[src/plac_pkg.sv]
// Shared types and constants for the point light accumulator.
// No dependencies; every other file imports this package.
`timescale 1ns / 1ps
package plac_pkg;
  localparam int POS_W   = 24;
  localparam int RANGE_W = 16;
  localparam int COL_W   = 12;
  localparam int OUT_W   = 16;
  localparam int SLOT_W  = 6;
  localparam int IDX_W   = 2;
  localparam int MAG_W   = POS_W + 1;
  localparam int SQ_W    = 2 * MAG_W - 1;
  localparam int D2_W    = SQ_W + 1;
  localparam int DEN_W   = D2_W + 3;
  localparam int NUM_W   = 2 * RANGE_W + 16;
  localparam int W_W     = 17;
  localparam int PROD_W  = COL_W + W_W;
  localparam int TERM_W  = PROD_W - 16;

  localparam logic [IDX_W-1:0] REG_AMB_RED   = 2'd0;
  localparam logic [IDX_W-1:0] REG_AMB_GREEN = 2'd1;
  localparam logic [IDX_W-1:0] REG_AMB_BLUE  = 2'd2;

  localparam logic KIND_WRITE = 1'b0;
  localparam logic KIND_SHADE = 1'b1;

  typedef enum logic [1:0] {CH_RED = 2'd0, CH_GREEN = 2'd1, CH_BLUE = 2'd2} chan_t;

  typedef struct packed {
    logic                    kind;
    logic [SLOT_W-1:0]       slot;
    logic                    enable;
    logic signed [POS_W-1:0] pos_x;
    logic signed [POS_W-1:0] pos_y;
    logic [RANGE_W-1:0]      light_range;
    logic [COL_W-1:0]        light_red;
    logic [COL_W-1:0]        light_green;
    logic [COL_W-1:0]        light_blue;
  } in_item_t;

  typedef struct packed {
    logic [OUT_W-1:0] red_out;
    logic [OUT_W-1:0] green_out;
    logic [OUT_W-1:0] blue_out;
    logic             clipped;
  } out_item_t;

  typedef struct packed {
    logic  wr_light;
    logic  start_q;
    logic  rd;
    logic  sqx;
    logic  sqy;
    logic  sum;
    logic  den;
    logic  div_start;
    logic  mul_en;
    chan_t mul_ch;
    logic  cnt_inc;
    logic  load_out;
  } cmd_t;

  typedef struct packed {
    logic en_l;
    logic last;
    logic div_done;
  } status_t;
endpackage

[src/plac_ctrl.sv]
// Controller: accepts items, sequences the per-light walk, owns output valid.
// Depends on plac_pkg.
`timescale 1ns / 1ps
module plac_ctrl import plac_pkg::*; (
  input  logic    clk,
  input  logic    rst_n,
  input  logic    in_valid,
  input  logic    in_kind,
  output logic    in_ready,
  output logic    out_valid,
  input  logic    out_ready,
  input  status_t status,
  output cmd_t    cmd
);
  typedef enum logic [12:0] {
    S_IDLE = 13'b0000000000001,
    S_RD   = 13'b0000000000010,
    S_SQX  = 13'b0000000000100,
    S_SQY  = 13'b0000000001000,
    S_SUM  = 13'b0000000010000,
    S_DEN  = 13'b0000000100000,
    S_DVS  = 13'b0000001000000,
    S_DIV  = 13'b0000010000000,
    S_MR   = 13'b0000100000000,
    S_MG   = 13'b0001000000000,
    S_MB   = 13'b0010000000000,
    S_NEXT = 13'b0100000000000,
    S_FIN  = 13'b1000000000000
  } state_t;

  state_t state_r, state_nxt;
  logic   out_valid_r, out_valid_nxt;
  logic   acc;

  assign in_ready = state_r == S_IDLE;
  assign acc      = in_valid && in_ready;

  always_comb begin
    state_nxt = state_r;
    cmd       = '0;
    cmd.mul_ch = CH_RED;
    case (state_r)
      S_IDLE: begin
        if (acc) begin
          if (in_kind == KIND_SHADE) begin
            cmd.start_q = 1'b1;
            state_nxt   = S_RD;
          end else begin
            cmd.wr_light = 1'b1;
          end
        end
      end
      S_RD: begin
        cmd.rd    = 1'b1;
        state_nxt = S_SQX;
      end
      S_SQX: begin
        cmd.sqx   = 1'b1;
        state_nxt = status.en_l ? S_SQY : S_NEXT;
      end
      S_SQY: begin
        cmd.sqy   = 1'b1;
        state_nxt = S_SUM;
      end
      S_SUM: begin
        cmd.sum   = 1'b1;
        state_nxt = S_DEN;
      end
      S_DEN: begin
        cmd.den   = 1'b1;
        state_nxt = S_DVS;
      end
      S_DVS: begin
        cmd.div_start = 1'b1;
        state_nxt     = S_DIV;
      end
      S_DIV: begin
        if (status.div_done) state_nxt = S_MR;
      end
      S_MR: begin
        cmd.mul_en = 1'b1;
        cmd.mul_ch = CH_RED;
        state_nxt  = S_MG;
      end
      S_MG: begin
        cmd.mul_en = 1'b1;
        cmd.mul_ch = CH_GREEN;
        state_nxt  = S_MB;
      end
      S_MB: begin
        cmd.mul_en = 1'b1;
        cmd.mul_ch = CH_BLUE;
        state_nxt  = S_NEXT;
      end
      S_NEXT: begin
        if (status.last) begin
          state_nxt = S_FIN;
        end else begin
          cmd.cnt_inc = 1'b1;
          state_nxt   = S_RD;
        end
      end
      S_FIN: begin
        // hold the sums until the output register is free
        if (!out_valid_r || out_ready) begin
          cmd.load_out = 1'b1;
          state_nxt    = S_IDLE;
        end
      end
      default: state_nxt = S_IDLE;
    endcase
  end

  always_comb begin
    out_valid_nxt = out_valid_r;
    if (cmd.load_out) out_valid_nxt = 1'b1;
    else if (out_ready) out_valid_nxt = 1'b0;
  end

  always_ff @(posedge clk) begin
    if (!rst_n) begin
      state_r     <= S_IDLE;
      out_valid_r <= 1'b0;
    end else begin
      state_r     <= state_nxt;
      out_valid_r <= out_valid_nxt;
    end
  end

  assign out_valid = out_valid_r;

`ifndef SYNTHESIS
  a_load_free: assert property (@(posedge clk) disable iff (!rst_n)
    cmd.load_out |-> (!out_valid_r || out_ready))
    else $error("result loaded over an untaken item");
  a_load_valid: assert property (@(posedge clk) disable iff (!rst_n)
    cmd.load_out |=> out_valid_r)
    else $error("loaded result not presented");
  a_div_mul: assert property (@(posedge clk) disable iff (!rst_n)
    (state_r == S_DIV && status.div_done) |=> state_r == S_MR)
    else $error("weight ready but accumulation skipped");
`endif
endmodule

[config.mk]
export PLATFORM = sky130hd
export DESIGN_NAME = plac_ctrl
export DESIGN_NICKNAME = d
export VERILOG_FILES = /design/src/plac_pkg.sv /design/src/plac_ctrl.sv
export SDC_FILE = /design/constraint.sdc
export NUM_CORES = 1
export LEC_CHECK = 0
export CAP_MARGIN = 20
export CELL_PAD_IN_SITES_DETAIL_PLACEMENT = 1
export CELL_PAD_IN_SITES_GLOBAL_PLACEMENT = 1
export CORE_MARGIN = 8
export CORE_UTILIZATION = 28
export DETAILED_ROUTE_END_ITERATION = 12
export DONT_BUFFER_PORTS = 1
export GPL_ROUTABILITY_DRIVEN = 0
export HOLD_SLACK_MARGIN = 0.05
export PLACE_DENSITY = 0.62
export SYNTH_ARGS = -nofsm -noshare
export SYNTH_HDL_FRONTEND = slang
export SYNTH_SLANG_ARGS = --single-unit
[constraint.sdc]
create_clock -name clk -period 2 [get_ports clk]
set_input_delay 0 -clock clk [delete_from_list [all_inputs] [get_ports clk]]
set_output_delay 0 -clock clk [all_outputs]
set_load 0.05 [all_outputs]
# == Word level (Yosys, flattened, before mapping) ==
# Cells that the tools add are included.
# W data, S select, Z words.
# classes
n_eq_ne,17
muxes,24
reduce_logical,5
# ops
cell,count
$pmux W13 S13,1
$mux W13,5
$mux W1,14
$eq A13 B1 Y1 const B,1
$eq A13 B10 Y1 const B,1
$eq A13 B11 Y1 const B,1
$eq A13 B12 Y1 const B,1
$eq A13 B13 Y1 const B,1
$eq A13 B2 Y1 const B,1
$eq A13 B3 Y1 const B,1
$eq A13 B4 Y1 const B,1
$eq A13 B5 Y1 const B,1
$eq A13 B6 Y1 const B,1
$eq A13 B7 Y1 const B,1
$eq A13 B8 Y1 const B,1
$eq A13 B9 Y1 const B,1
$mux W12,1
$pmux W3 S3,1
$ne A2 B2 Y1 const B,3
$mux W2,2
$reduce_and A4 Y1,1
$ne A2 B1 Y1 const B,1
$reduce_bool A2 Y1,1
$logic_and A1 B1 Y1,1
other kinds (2),2
# totals
reg_bits,14
input_bits,8
out_inout_bits,15
elab_cells,48

# == Depth between registers and ports, before layout ==
# logic_depth
ltp_word,5
ltp_mapped,7
mapped_depth_nobuf,5

# == Worst setup path after synthesis ==
# Ideal clock, no wire load.
# synth_path
path_kind,reg2out
start,register state_r[4]
end,output port cmd[4] in the netlist's numbering
t_arrival_ps,2729
required_time_ps,2000
slack_ps,-729
stages_incl_launch_ff,4
n_path_buf,0
path_cell_list,dfxtp_1 -> or4_4 -> or2_1 -> nor4_1
# synth_lines
element,line,source
start: declaration,plac_ctrl.sv:31,"state_t state_r, state_nxt;"
start signal: assignment,plac_ctrl.sv:125,state_r <= state_nxt;
end: declaration,plac_ctrl.sv:13,output cmd_t cmd

==> flow_summary.json <==
{
  "run_status": "finished, violations left",
  "cts.clk_slew.worst_paths_ns": 0.09,
  "final.fill_count": 342,
  "grt_antenna_before_repair": 0,
  "synthSimpleGateAreaFrac_pct": 43.5,
  "power.internal_mw": 0.774,
  "cts.htree.levels": 1,
  "route.detailed.wl_per_inst_um": 18.4,
  "cp_cell_sequence": "or4_4 > nor3_4 > and4b_2 > nand2_2 > nor2_4 > buf_12",
  "cell_variety_after_synth": 37,
  "synth.yosys.warnings": 0,
  "synth.top_cells.by_area": "sky130_fd_sc_hd__dfxtp_1 33%, sky130_fd_sc_hd__nor3_1 5.9%, sky130_fd_sc_hd__nor2_1 5.8%, sky130_fd_sc_hd__xor2_1 4.2%, sky130_fd_sc_hd__nor3_2 3.6%",
  "worst-path-max-fanout": 4,
  "critical_path_arrival_ns": 2.09,
  "die_w_um": 70.8,
  "layout_cell_share_with_drive_strength_beyond_1_pct": 52.1,
  "post-synth-top-area-fraction_pct": 33.3,
  "synth_seq_area_share_pct": 33.3,
  "first_global_vias": 1020,
  "floorplan.core_area_um2": 2950,
  "max-slew-margin-rel_pct": 67.8,
  "worst_slew_pin_slew_ns": 0.478,
  "antenna_cells": 0,
  "vias_per_cell": 5.37,
  "drc": 0,
  "finalSetupViolCount": 5,
  "critical-path-slowest-cell": "sky130_fd_sc_hd__or4_4",
  "synth_compound_area_share_pct": 11.6,
  "slew_viol_final": 0,
  "cts_root_buffer": "sky130_fd_sc_hd__clkbuf_4",
  "post_synth_mux_area_share_pct": 0,
  "async_flop_share_pct": 0,
  "cts-buffers-inserted": 3,
  "seq_power_share_pct": 24.7,
  "grt.total_usage_pct": 13.2,
  "pleak_nw": 0.594,
  "p_sw_share_pct": 39.1,
  "worst_setup_ep_type": "output port",
  "timing.final.hold_violations": 0,
  "syn_area_um2": 842,
  "ys.flop_type": "sky130_fd_sc_hd__dfxtp_1",
  "grt.overflow.total": 0,
  "critical-path-top-delay-family": "simple AND/OR/NAND/NOR gates",
  "postLayoutSetupSlackWorst_ns": -0.0945,
  "ioPinCount": 23,
  "critical_path.max_stage_delay_ns": 0.57,
  "synthCells": 102,
  "design.die.area_um2": 5020,
  "failing_checks": "setup timing",
  "ctsLongestPathBuffers": 2,
  "postSynthAreaPerCell_um2": 8.26,
  "power.share.combinational_pct": 58.1,
  "multiInputGateArea_um2": 648,
  "synth_nets": 110,
  "pwr_density_nw_per_um2": 842,
  "placement.io_buffers": 0,
  "worstSetupStartpointType": "register",
  "final_antenna_net_count": 0,
  "timing.final.crit_period_ns": 2.09,
  "timing.critical_path.required_ns": 2.00,
  "timing.hold.worst.class": "primary input to register",
  "instances_no_fill": 179,
  "initial_core_util_pct": 28.5,
  "drt_pass1_iterations": 4,
  "layout.cells.most_common_list": "21 x sky130_fd_sc_hd__buf_4, 10 x sky130_fd_sc_hd__nor2_1, 10 x sky130_fd_sc_hd__dfxtp_1",
  "crit_type": "register to output port",
  "area.growth.synth_to_final_pct": 79.2,
  "clkLatencyLatePin_ns": 0.30,
  "fin_nets": 155,
  "rows": 20,
  "rsz0062_at_grt": "true",
  "largest_net_degree_at_the_start_of_global_routing": 11,
  "first_pass_grt_wire_length_um": 5250,
  "main_combinational_cell_family_by_area_after_synthesis": "simple AND/OR/NAND/NOR gates",
  "switchingPower_mw": 0.497,
  "postRouteWirelength_um": 3290,
  "vdd.ir_drop.worst_mv": 0.460,
  "fmax_mhz": 477,
  "layout.cells.most_common": "sky130_fd_sc_hd__buf_4",
  "layout.area.seq_um2": 285,
  "number_of_enable_type_register_cells_in_the_synthesized_netlist": 0,
  "worst-path-buf-inv": 1,
  "post-dp-hpwl_um": 2210,
  "placed_cells": 157,
  "ys_seq_elements": 14,
  "yosys.area_share.adder_pct": 0,
  "timing.max_cap.violations": 0,
  "die_height_um": 70.8,
  "detail_route.iter0.violations": 24,
  "final.period_utilization_pct": 105,
  "xor_xnor_share_of_the_synthesized_area_pct": 4.16,
  "post-route-util_pct": 51.1,
  "skew_ns": 0.0106,
  "clock_network_power_share_pct": 17.3,
  "tritoncts_num_sinks": 14,
  "vias": 962,
  "synthDominantAreaCellType": "sky130_fd_sc_hd__dfxtp_1",
  "tritoncts": "built"
}
-- routing by layer --
layer  routed length, um  global-route usage (%)
met3                 140                    3.39
met2                1710                    23.2
met1                1340                    14.0
met5                   0                       0
met4                  99                    7.16
-- cell families after synthesis --
group	Yosys count
xor gates and xnor gates	4
and+or+nand+nor	61
AOI/OAI and AO/OA	13
buffers and inverters	10
DFF	14
-- flip-flops by register name (all words and copies together) (netlist names) --
name	cells
out_valid	1
state_r	13
-- worst min-delay path, cell delays in order --
cell and delay, ns:
sky130_fd_sc_hd__nand2_1 0.11, sky130_fd_sc_hd__a21o_4 0.17, sky130_fd_sc_hd__nor2_1 0.05
-- synthesized netlist by cell type (2+ instances only) --
library cell	number
sky130_fd_sc_hd__buf_4	2
sky130_fd_sc_hd__o21ai_0	4
sky130_fd_sc_hd__nand2_1	5
sky130_fd_sc_hd__buf_2	2
sky130_fd_sc_hd__nor3_2	3
sky130_fd_sc_hd__and4b_1	2
sky130_fd_sc_hd__nor2b_1	3
sky130_fd_sc_hd__or4_4	2
sky130_fd_sc_hd__buf_6	2
sky130_fd_sc_hd__dfxtp_1	14
sky130_fd_sc_hd__nor3_1	10
sky130_fd_sc_hd__xor2_1	4
sky130_fd_sc_hd__nor2_1	13
sky130_fd_sc_hd__nor4_1	4
sky130_fd_sc_hd__inv_1	4
sky130_fd_sc_hd__nand3_1	4
sky130_fd_sc_hd__and2_1	2
sky130_fd_sc_hd__and3_1	3
-- worst paths after layout --
kind / start / end / slack (ns) / cells past startpoint
setup reg to reg: state_r[10] / state_r[1] / 0.05 / 6
hold reg to reg: state_r[9] / state_r[9] / 0.59 / 2
hold / removal: in_kind / state_r[11] / 0.09 / 3
setup / recovery: state_r[10] / cmd[12] / -0.09 / 6
-- power groups by stage --
| stage | combinational [mW] | clock (mW) | sequential [mW] |
|---|---|---|---|
| after floorplan | 0.381 | 0 | 0.309 |
| after global placement | 0.464 | 0 | 0.314 |
| after detailed placement | 0.473 | 0 | 0.314 |
| after CTS | 0.659 | 0.216 | 0.310 |
| after global routing | 0.772 | 0.233 | 0.314 |
| final | 0.737 | 0.219 | 0.313 |
-- metrics by stage --
stage                     TNS, ns  worst slack (ns)  power [mW]  hold slack [ns]  instance area [um2]
after global placement          0            0.0748       0.778            0.127                 1150
after floorplan            -0.283            -0.134       0.690           0.0598                  882
after CTS                  -0.329           -0.0817        1.19           0.0508                 1440
final                      -0.401           -0.0945        1.27           0.0852                 1510
after global routing       -0.935            -0.164        1.32           0.0908                 1510
after detailed placement        0            0.0216       0.787            0.128                 1150
-- timing repair --
item / 4_1_cts / 5_1_grt
pin swaps: 11 / 10
setup buffers: 10 / 1
gates cloned: 0 / 1
hold buffers: 6 / 0
hold endpoints to repair: 9 / 0
endpoints found under the setup margin: 15 / 16
gates resized for setup: 30 / 14
-- cell type report --
cell class,count,area share [%]
multi-input combinational,79,43.0
timing repair buffer,45,31.8
sequential,14,18.9
tap,33,2.74
clock buffer,4,2.40
inverter,4,1.24
Power figures use the tool's default switching activity.
